<file path="src/design/iwg_pkg.sv">
package iwg_pkg;

    // Default run shape: template words, then idle words.
    localparam int DEF_TEMPLATE_LEN = 27;
    localparam int DEF_IDLE_WORDS   = 8;

    // Stored template words per waveform, and the index width that covers the default run.
    localparam int ROM_LEN   = 27;
    localparam int ROM_IDX_W = 6;
    localparam int SEL_W     = 2;
    localparam int WORD_W    = 16;

    // Bit positions inside a drive word.
    localparam int BIT_D1    = 0;
    localparam int BIT_D2    = 1;
    localparam int BIT_D3    = 2;
    localparam int BIT_CSYNC = 3;
    localparam int BIT_F3    = 10;
    localparam int BIT_F5    = 11;
    localparam int BIT_LAST  = 14;
    localparam int BIT_NORM  = 15;

    // Waveform codes.
    localparam logic [SEL_W-1:0] WAVE_COLOR_A = 2'd0;
    localparam logic [SEL_W-1:0] WAVE_COLOR_B = 2'd1;
    localparam logic [SEL_W-1:0] WAVE_BLACK_A = 2'd2;
    localparam logic [SEL_W-1:0] WAVE_BLACK_B = 2'd3;

    // Commands from the controller to the datapath.
    typedef struct packed {
        logic load_pkt;        // latch a new packet and restart the pointer
        logic emit;            // compute one word into the output register
        logic template_phase;  // word comes from the template, not an idle word
        logic last_word;       // final word of the run
    } iwg_cmd_t;

    typedef logic [WORD_W-1:0] word_t;

    localparam word_t ROM_COLOR_A [ROM_LEN] = '{
        16'h0000, 16'hc001, 16'hc101, 16'hc142, 16'h0042, 16'h4001, 16'h4101, 16'h4112,
        16'h0012, 16'h4001, 16'h4101, 16'h4302, 16'h0602, 16'h4401, 16'h4501, 16'h4522,
        16'h0422, 16'h0402, 16'h4000, 16'h4000, 16'h4080, 16'h0880, 16'h0800, 16'h0800,
        16'h0800, 16'h0800, 16'h0800};
    localparam word_t ROM_COLOR_B [ROM_LEN] = '{
        16'h0000, 16'hc000, 16'hc101, 16'hc141, 16'h0042, 16'h0002, 16'h4101, 16'h4111,
        16'h0012, 16'h4002, 16'h4101, 16'h4301, 16'h0602, 16'h4402, 16'h4501, 16'h4521,
        16'h0422, 16'h0402, 16'h4000, 16'h4000, 16'h4080, 16'h0880, 16'h0800, 16'h0800,
        16'h0800, 16'h0800, 16'h0800};
    localparam word_t ROM_BLACK_A [ROM_LEN] = '{
        16'h0000, 16'hc001, 16'hc101, 16'hc142, 16'h0042, 16'hc001, 16'hc101, 16'hc112,
        16'h0012, 16'h4001, 16'h4101, 16'h4302, 16'h0602, 16'h0401, 16'h0501, 16'h0522,
        16'h0422, 16'h0402, 16'h4000, 16'h4000, 16'h4080, 16'h0880, 16'h0800, 16'h0800,
        16'h0800, 16'h0800, 16'h0800};
    localparam word_t ROM_BLACK_B [ROM_LEN] = '{
        16'h0000, 16'hc000, 16'hc101, 16'hc141, 16'h0042, 16'h0002, 16'hc101, 16'hc111,
        16'h0012, 16'h4002, 16'h4101, 16'h4301, 16'h0602, 16'h0402, 16'h0501, 16'h0521,
        16'h0422, 16'h0402, 16'h4002, 16'h4000, 16'h4080, 16'h0880, 16'h0800, 16'h0800,
        16'h0800, 16'h0800, 16'h0800};

    // Template lookup; positions past the stored words read as zero.
    function automatic word_t rom_word(input logic [SEL_W-1:0] sel,
                                       input logic [ROM_IDX_W-1:0] idx);
        word_t w;
        w = '0;
        if (idx < ROM_IDX_W'(ROM_LEN)) begin
            case (sel)
                WAVE_COLOR_A: w = ROM_COLOR_A[idx[4:0]];
                WAVE_COLOR_B: w = ROM_COLOR_B[idx[4:0]];
                WAVE_BLACK_A: w = ROM_BLACK_A[idx[4:0]];
                WAVE_BLACK_B: w = ROM_BLACK_B[idx[4:0]];
                default:      w = '0;
            endcase
        end
        return w;
    endfunction

endpackage

</file>
<file path="src/design/iwg_ctrl.sv">
module iwg_ctrl #(
    parameter int TEMPLATE_LEN = iwg_pkg::DEF_TEMPLATE_LEN,
    parameter int IDLE_WORDS   = iwg_pkg::DEF_IDLE_WORDS,
    parameter int CNT_W        = 6
) (
    input  logic              aclk,
    input  logic              aresetn,
    input  logic              s_tvalid,
    output logic              s_tready,
    output logic              m_tvalid,
    input  logic              m_tready,
    output iwg_pkg::iwg_cmd_t cmd,
    output logic [CNT_W-1:0]  word_idx
);
    import iwg_pkg::*;

    localparam int TOTAL = TEMPLATE_LEN + IDLE_WORDS;

    localparam logic ST_IDLE = 1'b0;
    localparam logic ST_RUN  = 1'b1;

    logic             state_reg, state_next;
    logic [CNT_W-1:0] cnt_reg, cnt_next;
    logic             valid_reg, valid_next;
    logic             advance;
    logic             is_last;

    assign s_tready = (state_reg == ST_IDLE);
    assign m_tvalid = valid_reg;
    assign word_idx = cnt_reg;

    // During a run, a word is produced whenever the output register is free or draining.
    assign advance = (state_reg == ST_RUN) && (!valid_reg || m_tready);
    assign is_last = (cnt_reg == CNT_W'(TOTAL - 1));

    assign cmd.load_pkt       = s_tvalid && s_tready;
    assign cmd.emit           = advance;
    assign cmd.template_phase = ({1'b0, cnt_reg} < (CNT_W + 1)'(TEMPLATE_LEN));
    assign cmd.last_word      = is_last;

    // Sequencer: wait for a packet, then step through the run one word at a time.
    always_comb begin
        state_next = state_reg;
        cnt_next   = cnt_reg;
        valid_next = valid_reg;
        if (m_tready) begin
            valid_next = 1'b0;
        end
        case (state_reg)
            ST_IDLE: begin
                if (s_tvalid) begin
                    state_next = ST_RUN;
                    cnt_next   = '0;
                end
            end
            ST_RUN: begin
                if (advance) begin
                    valid_next = 1'b1;
                    if (is_last) begin
                        state_next = ST_IDLE;
                    end else begin
                        cnt_next = cnt_reg + 1'b1;
                    end
                end
            end
            default: begin
                state_next = ST_IDLE;
            end
        endcase
    end

    always_ff @(posedge aclk) begin
        if (!aresetn) begin
            state_reg <= ST_IDLE;
            cnt_reg   <= '0;
            valid_reg <= 1'b0;
        end else begin
            state_reg <= state_next;
            cnt_reg   <= cnt_next;
            valid_reg <= valid_next;
        end
    end

endmodule

</file>
<file path="src/design/iwg_datapath.sv">
module iwg_datapath #(
    parameter int CNT_W = 6
) (
    input  logic                          aclk,
    input  logic                          aresetn,
    input  logic                          cfg_wr_en,
    input  logic [iwg_pkg::SEL_W-1:0]     cfg_wr_data,
    input  logic [23:0]                   s_tdata,
    input  logic                          s_tlast,
    input  logic                          s_tuser,
    input  iwg_pkg::iwg_cmd_t             cmd,
    input  logic [CNT_W-1:0]              word_idx,
    output logic [iwg_pkg::WORD_W-1:0]    m_tdata,
    output logic                          m_tlast
);
    import iwg_pkg::*;

    logic [SEL_W-1:0] wave_sel_reg;
    logic [7:0]       d1_reg, d2_reg, d3_reg;
    logic             last_pkt_reg, empty_reg;
    logic [7:0]       ptr_reg, ptr_next;
    logic [1:0]       prev_reg, prev_next;
    word_t            word_reg, word_next;
    logic             tlast_reg;

    word_t            tmpl;
    logic [7:0]       act;
    logic [1:0]       tgl;

    // Waveform select register.
    always_ff @(posedge aclk) begin
        if (!aresetn) begin
            wave_sel_reg <= WAVE_COLOR_A;
        end else if (cfg_wr_en) begin
            wave_sel_reg <= cfg_wr_data;
        end
    end

    // Packet latch.
    always_ff @(posedge aclk) begin
        if (cmd.load_pkt) begin
            d1_reg       <= s_tdata[7:0];
            d2_reg       <= s_tdata[15:8];
            d3_reg       <= s_tdata[23:16];
            last_pkt_reg <= s_tlast;
            empty_reg    <= s_tuser;
        end
    end

    assign tmpl = rom_word(wave_sel_reg, ROM_IDX_W'(word_idx));
    assign act  = d1_reg | d2_reg | d3_reg;
    assign tgl  = tmpl[1:0];

    // Word build: step the bit pointer on a toggle change, gate power, insert data.
    always_comb begin
        ptr_next  = ptr_reg;
        prev_next = prev_reg;
        word_next = '0;
        if (cmd.template_phase && !empty_reg) begin
            if (tgl != prev_reg) begin
                ptr_next  = (ptr_reg == 8'd0) ? 8'd1 : {ptr_reg[6:0], 1'b0};
                prev_next = tgl;
            end
            word_next         = tmpl;
            word_next[3:0]    = 4'd0;
            word_next[BIT_F3] = tmpl[BIT_F3] && (act[3:0] != 4'd0);
            word_next[BIT_F5] = tmpl[BIT_F5] && (act[7:4] != 4'd0);
            if (tgl != 2'd0) begin
                word_next[BIT_D1] = ((d1_reg & ptr_next) == 8'd0);
                word_next[BIT_D2] = ((d2_reg & ptr_next) == 8'd0);
                word_next[BIT_D3] = ((d3_reg & ptr_next) == 8'd0);
            end
            word_next[BIT_CSYNC] = last_pkt_reg ? tmpl[BIT_LAST] : tmpl[BIT_NORM];
        end
    end

    // Pointer state restarts for every packet.
    always_ff @(posedge aclk) begin
        if (!aresetn) begin
            ptr_reg  <= '0;
            prev_reg <= '0;
        end else if (cmd.load_pkt) begin
            ptr_reg  <= '0;
            prev_reg <= '0;
        end else if (cmd.emit) begin
            ptr_reg  <= ptr_next;
            prev_reg <= prev_next;
        end
    end

    // Output register.
    always_ff @(posedge aclk) begin
        if (cmd.emit) begin
            word_reg  <= word_next;
            tlast_reg <= cmd.last_word;
        end
    end

    assign m_tdata = word_reg;
    assign m_tlast = tlast_reg;

endmodule

</file>
<file path="src/design/inkjet_packet_waveform_gen_top.sv">
// Channel   Ports                    Contents (lowest bit first)
// ------    ---------------------    -------------------------------------------------
// input     s_tvalid/s_tready        tdata: d1_bits, d2_bits, d3_bits; tlast: last_packet;
//                                    tuser: line_empty
// output    m_tvalid/m_tready        tdata: drive_word; tlast: last_of_run
// config    cfg_wr_en/cfg_wr_data    waveform_select
//
// One packet yields TEMPLATE_LEN + IDLE_WORDS drive words (35 by default): the beat is
// taken first, then one drive word per cycle follows from the sequencer's word counter.
// Packets are handled one at a time; the next one is taken while the final word
// still waits in the output register. Output stalls hold the sequencer in place.
// Reset is synchronous and active low; waveform_select returns to color a.
module inkjet_packet_waveform_gen_top #(
    parameter int TEMPLATE_LEN = iwg_pkg::DEF_TEMPLATE_LEN,
    parameter int IDLE_WORDS   = iwg_pkg::DEF_IDLE_WORDS
) (
    input  logic                       aclk,
    input  logic                       aresetn,
    input  logic                       cfg_wr_en,
    input  logic [iwg_pkg::SEL_W-1:0]  cfg_wr_data,   // waveform_select
    input  logic                       s_tvalid,
    output logic                       s_tready,
    input  logic [23:0]                s_tdata,       // d1_bits, d2_bits, d3_bits
    input  logic                       s_tlast,       // last_packet
    input  logic                       s_tuser,       // line_empty
    output logic                       m_tvalid,
    input  logic                       m_tready,
    output logic [iwg_pkg::WORD_W-1:0] m_tdata,       // drive_word
    output logic                       m_tlast        // last_of_run
);
    import iwg_pkg::*;

    localparam int TOTAL = TEMPLATE_LEN + IDLE_WORDS;
    localparam int CNT_W = (TOTAL > 1) ? $clog2(TOTAL) : 1;

    iwg_cmd_t         cmd;
    logic [CNT_W-1:0] word_idx;

    iwg_ctrl #(
        .TEMPLATE_LEN (TEMPLATE_LEN),
        .IDLE_WORDS   (IDLE_WORDS),
        .CNT_W        (CNT_W)
    ) u_ctrl (
        .aclk     (aclk),
        .aresetn  (aresetn),
        .s_tvalid (s_tvalid),
        .s_tready (s_tready),
        .m_tvalid (m_tvalid),
        .m_tready (m_tready),
        .cmd      (cmd),
        .word_idx (word_idx)
    );

    iwg_datapath #(
        .CNT_W (CNT_W)
    ) u_datapath (
        .aclk        (aclk),
        .aresetn     (aresetn),
        .cfg_wr_en   (cfg_wr_en),
        .cfg_wr_data (cfg_wr_data),
        .s_tdata     (s_tdata),
        .s_tlast     (s_tlast),
        .s_tuser     (s_tuser),
        .cmd         (cmd),
        .word_idx    (word_idx),
        .m_tdata     (m_tdata),
        .m_tlast     (m_tlast)
    );

    // Only one packet is in work at a time.
    assert property (@(posedge aclk) disable iff (!aresetn)
        (s_tvalid && s_tready) |=> !s_tready)
        else $error("input beat taken while a packet was in work");

    // A new output word only appears while a run is in progress.
    assert property (@(posedge aclk) disable iff (!aresetn)
        $rose(m_tvalid) |-> !$past(s_tready))
        else $error("output word produced outside a run");

    // When IDLE_WORDS > 0, the closing word of a run is an idle word and therefore zero.
    assert property (@(posedge aclk) disable iff (!aresetn)
        ((IDLE_WORDS > 0) && m_tvalid && m_tlast) |-> (m_tdata == '0))
        else $error("final idle word is not zero");

endmodule

</file>
<file path="config.mk">
export PLATFORM = sky130hd
export DESIGN_NAME = inkjet_packet_waveform_gen_top
export DESIGN_NICKNAME = d
export VERILOG_FILES = /design/src/design/iwg_pkg.sv /design/src/design/iwg_ctrl.sv /design/src/design/iwg_datapath.sv /design/src/design/inkjet_packet_waveform_gen_top.sv
export SDC_FILE = /design/constraint.sdc
export NUM_CORES = 1
export LEC_CHECK = 0
export ABC_AREA = 1
export BUFFER_PORTS_ARGS = -buffer_cell sky130_fd_sc_hd__buf_4
export CAP_MARGIN = 15
export CORE_MARGIN = 1
export CORE_UTILIZATION = 25
export DETAILED_ROUTE_END_ITERATION = 7
export SETUP_SLACK_MARGIN = 0.15
export SYNTH_ARGS = -nofsm -noshare
export SYNTH_HDL_FRONTEND = slang
export SYNTH_HIERARCHICAL = 1
export SYNTH_SLANG_ARGS = --single-unit
</file>
<file path="constraint.sdc">
create_clock -name aclk -period 2.1 [get_ports aclk]
set_clock_uncertainty 0.15 [all_clocks]
set_input_delay 0.105 -clock aclk [delete_from_list [all_inputs] [get_ports aclk]]
set_output_delay 0.105 -clock aclk [all_outputs]
set_load 0.1 [all_outputs]
</file>
==> reports/results.ini, run 1 <==
[sta]
post-route-period-util_pct=102
fmaxAchievable_ghz=0.465
setup_ws_ns=-0.0495
worst_slew_pin_slew_ns=0.568
tns_ns=-0.0916
maxSlewViolCount=0
finalSetupViolCount=3
period_minus_slack_ns=2.15
rsz0062_at_grt=true
slew_headroom_pct=61.8
hold_viol=0

[critical_path]
startpoint=u_ctrl/word_idx[0]
critPathCaptureType=register
r2r-end=u_datapath/m_tdata[0]
critPathMaxFanout=7
arrival_ns=2.19
critPathKind=register to register
worstReg2RegStart=u_ctrl/word_idx[0]
critical_path.startpoint_type=register
rrSetupSlack_ns=-0.05
worst-r2r-cell-count=14
required_ns=2.14

[logic_synthesis]
syn_area_mm2=0.00305
avgSynthCellArea_um2=9.46
synthFlopType=edfxtp_1
synth.distinct_cells=33
synth_warnings=6
yosys_register_bits=61
ys_seq_area_share_pct=53.6
async_flop_share_pct=0
synthCells=322
synth_edf_count=41

[grt]
grt-ovfl-total=0
use_met3_pct=3.40
grt_pass1_vias=2652
grt_max_degree=27
grt_pass1_wl_um=12800
antenna_found_initial=0
met2_usage_pct=21.7
top_usage_layer=met2
use_met1_pct=15.9
grt_usage_pct=13.2

[run]
cap_violations=0

[power_and_ir_drop]
internal-power_uw=2520
p_seq_share_pct=39.8
pwr-share-comb_pct=20.7
swShare_pct=27.8
ir_drop_mv=0.330
fin_total_pwr_uw=3490
p_sw_uw=969
power.density_mw_per_mm2=731
power_leakage_uw=0.00189
clkPwrFrac_pct=39.5

[cells_and_area]
final_common_cell=buf_4
largest_register_ffs=14
layout_common_cells=78 x buf_4, 41 x edfxtp_1, 40 x nand2_1
diodes=0
syn_to_final_growth_pct=56.9
drive_gt1_share_pct=38.1
fin_util_pct=41.0
layout.nets=486

[clocking]
cts_max_path_buffers=2
clk_pin_slew_worst_paths_ns=0.05
cts_tree=built
cts_buffers=9
ctsHtreeMaxLevel=3
cts_root_buffer=clkbuf_16
cts_num_sinks=61
clock_latency_ns=0.33

[min_path]
min_from=s_tdata[16]
whs_endpoint=u_datapath/d3_reg[0]
hold_depth=2
hold_path_class=input pin to register

[route]
via_count=2766
drtPass1Iterations=4
drc=0
wl_per_cell_um=13.6
drtIter0Drc=142
totalWireLength_um=8060
ant_nets=0
viasPerCell=4.66

[placement]
gp_congestion=0.852
dp_hpwl_um=5680
pre_cts_ws_ns=-0.110
port_buffers=49

[die]
start_util_pct=26.1
io_pins=52
die_x_um=112
core_area_mm2=0.0117
die_area_mm2=0.0126
die_h_um=112
row_count=39

[status]
status=complete, but fails checks
violations=negative setup slack

Yosys cell counts, drive strengths merged, types with 6 or more instances:
cell	number	area, um^2
nand2	55	236
inv	42	158
edfxtp	41	1230
nand3	41	238
a21oi	28	144
nor2	26	116
dfxtp	20	400
o21ai	17	88.8
nand4	14	103
nor4	9	56.3
buf	8	75.1
ha	6	75.1
power by group through the flow:
| stage | combinational, uW | sequential [uW] | clock (uW) |
|---|---|---|---|
| final | 723 | 1390 | 1380 |
| after global routing | 773 | 1400 | 1450 |
| after CTS | 683 | 1390 | 1410 |
| after detailed placement | 588 | 1410 | 0 |
| after global placement | 578 | 1410 | 0 |
| after floorplan | 296 | 1530 | 0 |
routing by layer:
layer,share of wire (%),vias to the layer above
met1,44,1284
met2,49,83
met3,4.3,15
li1,-,1384
met5,0,-
met4,2.6,0
critical path, cell delays in order, from the launching register on:
cell	delay [ns]
dfxtp_4	0.38
inv_4	0.05
ha_4	0.23
nand2_4	0.08
nand3_2	0.06
nand3_2	0.10
nand3_2	0.10
nand2_4	0.09
buf_6	0.12
nand4_1	0.17
nand3_1	0.14
nand2_1	0.06
nor2_1	0.10
nand2_1	0.08
nor2_1	0.09
stage by stage:
stage,instances,cell area (um^2),hold WS [ns]
finish,594,4780,0.339
global route,594,4780,0.343
CTS,587,4580,0.326
detailed placement,535,3820,0.134
global placement,535,3820,0.134
floorplan,323,3130,0.0539
area by class of cell:
type,instances,area (um^2)
Timing Repair Buffer,120,1040
Clock inverter,6,55.1
Inverter,42,174
Clock buffer,9,225
Fill cell,1084,6890
Multi-Input combinational cell,212,1450
Sequential cell,61,1640
Timing Repair inverter,1,7.51
Tap cell,143,179
cell families (layout without fill, tap and decap cells):
logic type,after synthesis,count (layout),synth area share [%]
XOR/XNOR,1,1,0.904
buffers and inverters,50,178,7.64
AND/OR/NAND/NOR,149,149,25.3
flip-flops,61,61,53.6
AO/OA/AOI/OAI,54,54,9.94
other,1,2,0.123
adder cells (fa/ha/maj),6,6,2.47
how the worst max path moves through the flow:
stage	endpoint	cells after the start
finish	u_datapath/m_tdata[0]	14
global route	u_datapath/m_tdata[0]	14
CTS	u_datapath/m_tdata[2]	14
detailed placement	u_datapath/m_tdata[1]	13
global placement	u_datapath/m_tdata[2]	13
floorplan	u_datapath/ptr_reg[3]	6
what timing repair did:
action | 4_1_cts | 5_1_grt
resized for setup | 31 | 27
pin swaps | 22 | 16
buffers inserted | 4 | 7
setup endpoints to repair | 20 | 24
endpoints found under the hold margin | 35 | 0
hold buffers | 32 | 0
gates cloned | 1 | 0
(Power assumes the default switching activity.)
==> inputs of run 2 (changes only) <==
MAX_ROUTING_LAYER = met4   (was default)
==> run 2 against run 1 <==
The run still ends with negative setup slack left. Core utilization fell by 1.0 points. Sequential share of layout area rose by 0.87 points. Fmax rose by 1.1%. Largest power group unchanged. Critical endpoint is now u_datapath/m_tdata[2].
==> reports/results.ini, run 2 (synthesis results as in run 1) <==
[die]
io_pins=52
row_count=39
die_h_um=112
die_x_um=112
die_area_mm2=0.0126
core_area_mm2=0.0117
start_util_pct=26.1

[power_and_ir_drop]
power_leakage_uw=0.00188
ir_drop_mv=0.307
fin_total_pwr_uw=3380
power.density_mw_per_mm2=725

[placement]
dp_hpwl_um=5670
gp_congestion=0.841
place_area_mm2=0.00383
dpl.cell_count=536
port_buffers=49

[sta]
period_minus_slack_ns=2.13
setup_ws_ns=-0.0257
rsz0062_at_grt=true
maxSlewViolCount=0
fmaxAchievable_ghz=0.470
worst_slew_pin_slew_ns=0.616
tns_ns=-0.0564
finalSetupViolCount=3
hold_viol=0
slew_headroom_pct=58.6
post-route-period-util_pct=101

[route]
totalWireLength_um=7880
drtPass1Iterations=5
drtIter0Drc=130
ant_nets=0
drc=0
via_count=2732
wl_per_cell_um=13.3
viasPerCell=4.60

[cells_and_area]
largest_register_ffs=14
final_area_mm2=0.00466
layout.nets=485
diodes=0
final_cells=594
fin_util_pct=40.0
syn_to_final_growth_pct=53.0
drive_gt1_share_pct=35.9
layout_common_cells=81 x buf_4, 42 x nand2_1, 41 x edfxtp_1
final_common_cell=buf_4

[critical_path]
critPathMaxFanout=7
critPathKind=register to register
critPathCaptureType=register
arrival_ns=2.06
cpPeakStageDelay_ns=0.39
cp_slowest_cell=dfxtp_4
cp_cell_sequence=inv_4, ha_4, nand2_4, nand3_2, nand3_2, nand3_2, nand2_4, nand3_4, buf_12, nand2_4, nand3_1, nand2_1, nor2_1, nand2_1, nor2_2
critical_path.startpoint_type=register
required_ns=2.03

[grt]
grt_max_degree=27
grt_pass1_wl_um=12700
antenna_found_initial=0
grt_usage_pct=13.5
grt_pass1_vias=2602
grt-ovfl-total=0

[clocking]
cts_buffers=9
clk_pin_slew_worst_paths_ns=0.05
cts_tree=built
cts_max_path_buffers=2
cts_num_sinks=61
clock_latency_ns=0.33
cts_root_buffer=clkbuf_16
ctsHtreeMaxLevel=3

[status]
status=complete, but fails checks
violations=negative setup slack

[run]
cap_violations=0

[min_path]
hold_path_class=input pin to register

[run 2: critical path: cells and delay by family (launching register included)]
kind	cells	cell delay (ns)
buf+inv	2	0.21
simple gates	12	0.89
flops	1	0.39
fa+ha+maj	1	0.23
[run 2: routing by layer]
| metal | part of all wire, % | vias to the layer above | GRT usage [%] |
|---|---|---|---|
| li1 | - | 1381 | - |
| met1 | 45 | 1275 | 15.7 |
| met2 | 49 | 62 | 21.4 |
| met3 | 3.9 | 14 | 3.56 |
| met4 | 2.6 | 0 | 6.93 |
| met5 | 0 | - | - |
[run 2: repair_timing]
action | in CTS | in global routing
setup buffers | 5 | 4
setup endpoints to repair | 20 | 23
hold buffers | 33 | 0
gates resized for setup | 20 | 25
endpoints found under the hold margin | 36 | 0
pin swaps | 11 | 18
[run 2: cell type report]
class                           instances  area (um^2)
Multi-Input combinational cell        212         1380
Fill cell                            1130         7000
Timing Repair Buffer                  120         1020
Clock buffer                           11          233
Inverter                               42          175
Sequential cell                        61         1640
Clock inverter                          5         27.5
Tap cell                              143          179
[run 2: worst paths after layout]
| path | from | to | slack (ns) | depth (start not counted) |
|---|---|---|---|---|
| worst max-delay path | u_ctrl/word_idx[1] | u_datapath/m_tdata[2] | -0.03 | 15 |
| worst min-delay path | s_tdata[8] | u_datapath/d2_reg[0] | 0.34 | 2 |
| worst max register to register | u_ctrl/word_idx[1] | u_datapath/m_tdata[2] | -0.03 | 15 |
| worst min register to register | u_datapath/ptr_reg[7] | u_datapath/ptr_reg[7] | 0.35 | 2 |
[run 2: power by group]
group / leakage, uW / internal (uW) / switching (uW) / total, uW
registers: 0.000559 / 1350 / 38.7 / 1390
logic: 0.00120 / 272 / 437 / 709
clock network: 0.000121 / 786 / 493 / 1280
total: 0.00188 / 2410 / 969 / 3380
[run 2: metrics by stage]
stage	worst slack [ns]	hold WS, ns
3_3_place_gp	-0.0707	0.134
4_1_cts	-0.0474	0.330
6_report	-0.0257	0.340
3_5_place_dp	-0.127	0.135
5_1_grt	-0.153	0.336
2_1_floorplan	-0.0469	0.0539
==> inputs of run 3 (changes only) <==
REMOVE_ABC_BUFFERS = 1   (was default)
==> run 3 against run 2 <==
The flow still finishes with violations (negative setup slack). First-iteration DRC count up 14%. Combinational power rose by 4.4%. Die area unchanged. Routed wire length grew 7.4%. Cell count is 2.4% higher. Register-to-register slack worse by 0.08 ns. Hold slack gained 0.0014 ns. Core utilization increased by 1.6 points. Via count up 7.1%.
==> reports/results.ini, run 3 (synthesis results as in run 1) <==
[die]
row_count=39
die_area_mm2=0.0126
die_h_um=112
io_pins=52
core_area_mm2=0.0117
start_util_pct=26.1
die_x_um=112

[placement]
dp_hpwl_um=5870
gp_congestion=0.839
place_area_mm2=0.00382
pre_cts_ws_ns=-0.452
port_buffers=49

[grt]
grt_max_degree=27
antenna_found_initial=0
grt_pass1_vias=2878
grt-ovfl-total=0
grt_pass1_wl_um=13700
grt_usage_pct=14.4

[sta]
worst_slew_pin_slew_ns=0.814
finalSetupViolCount=10
slew_headroom_pct=45.6
rsz0062_at_grt=true
hold_viol=0
fmaxAchievable_ghz=0.454
period_minus_slack_ns=2.20
setup_ws_ns=-0.103
post-route-period-util_pct=105
maxSlewViolCount=0

[power_and_ir_drop]
power_leakage_uw=0.00197
ir_drop_mv=0.321
power.density_mw_per_mm2=728

[status]
violations=negative setup slack
status=complete, but fails checks

[cells_and_area]
largest_register_ffs=14
drive_gt1_share_pct=37.8
final_area_mm2=0.00485
multi_input_comb_area_mm2=0.00142
layout.nets=499
diodes=0
syn_to_final_growth_pct=59.3
layout_common_cells=87 x buf_4, 42 x nand2_1, 41 x edfxtp_1
final_common_cell=buf_4
fillCellCount=1099
seq_area_mm2=0.00164

[route]
wl_per_cell_um=13.9
viasPerCell=4.81
totalWireLength_um=8470
via_count=2925
drtPass1Iterations=5
drc=0
ant_nets=0
drtIter0Drc=148

[clocking]
cts_num_sinks=61
clk_pin_slew_worst_paths_ns=0.05
cts_max_path_buffers=2
cts_buffers=9
cts_root_buffer=clkbuf_16
cts_tree=built
clock_latency_ns=0.33
ctsHtreeMaxLevel=3

[critical_path]
critPathCaptureType=register
required_ns=2.03
critPathMaxFanout=7
arrival_ns=2.14
critPathKind=register to register
critical_path.startpoint_type=register

[run]
cap_violations=0

[min_path]
hold_path_class=input pin to register

## run 3: path summary, 6_finish.rpt
check	start	endpoint	slack [ns]	cells after the start
worst max-delay path	u_ctrl/word_idx[0]	u_datapath/m_tdata[1]	-0.10	12
worst min-delay path	s_tdata[6]	u_datapath/d1_reg[6]	0.34	2
worst max register to register	u_ctrl/word_idx[0]	u_datapath/m_tdata[1]	-0.10	12
worst min register to register	u_ctrl/m_tvalid	u_ctrl/m_tvalid	0.35	2
## run 3: metrics by stage
step                      instances  total power (uW)  TNS, ns  util (%)  hold WS [ns]
after floorplan                 315              1790   -11.83         -        0.0539
after global placement          542              1990    -3.06      32.8         0.135
after detailed placement        542              2000    -3.73      32.8         0.134
after CTS                       603              3530   -0.456      40.2         0.332
after global routing            608              3680    -2.44      41.6         0.339
final                           608              3530   -0.566      41.6         0.341
## run 3: what timing repair did
item,in CTS,in global routing
pin swaps,14,7
gates resized for setup,40,28
hold buffers,32,0
setup endpoints to repair,21,21
gates cloned,2,0
setup buffers,11,5
endpoints found under the hold margin,31,0
## run 3: area by class of cell
type                            instances  share of cell area [%]
Clock inverter                          5                    1.06
Inverter                               42                    3.46
Tap cell                              143                    3.69
Multi-Input combinational cell        213                    29.2
Timing Repair inverter                  1                   0.103
Timing Repair Buffer                  132                    24.0
Sequential cell                        61                    33.7
Clock buffer                           11                    4.80
## run 3: worst max-delay path, stage by stage (launching register included)
cell and delay [ns]:
dfxtp_2 0.33, buf_6 0.13, ha_1 0.19, nand3_1 0.09, nand3_1 0.09, nand2_2 0.12, nand4_4 0.18, buf_12 0.19
nand4_1 0.16, buf_4 0.15, nand3_2 0.06, nand4_1 0.09, nor2_1 0.05
## run 3: per-layer routing
layer | part of all wire, % | up-vias | track usage, %
met5 | 0 | - | -
met4 | 2.5 | 0 | 6.40
met3 | 5.4 | 15 | 2.70
met2 | 49 | 120 | 23.0
met1 | 43 | 1382 | 17.6
li1 | - | 1408 | -
## run 3: report_power, final
group          internal (uW)  switching (uW)
clock network            909             497
logic                    290             450
registers               1350            35.3
total                   2550             983
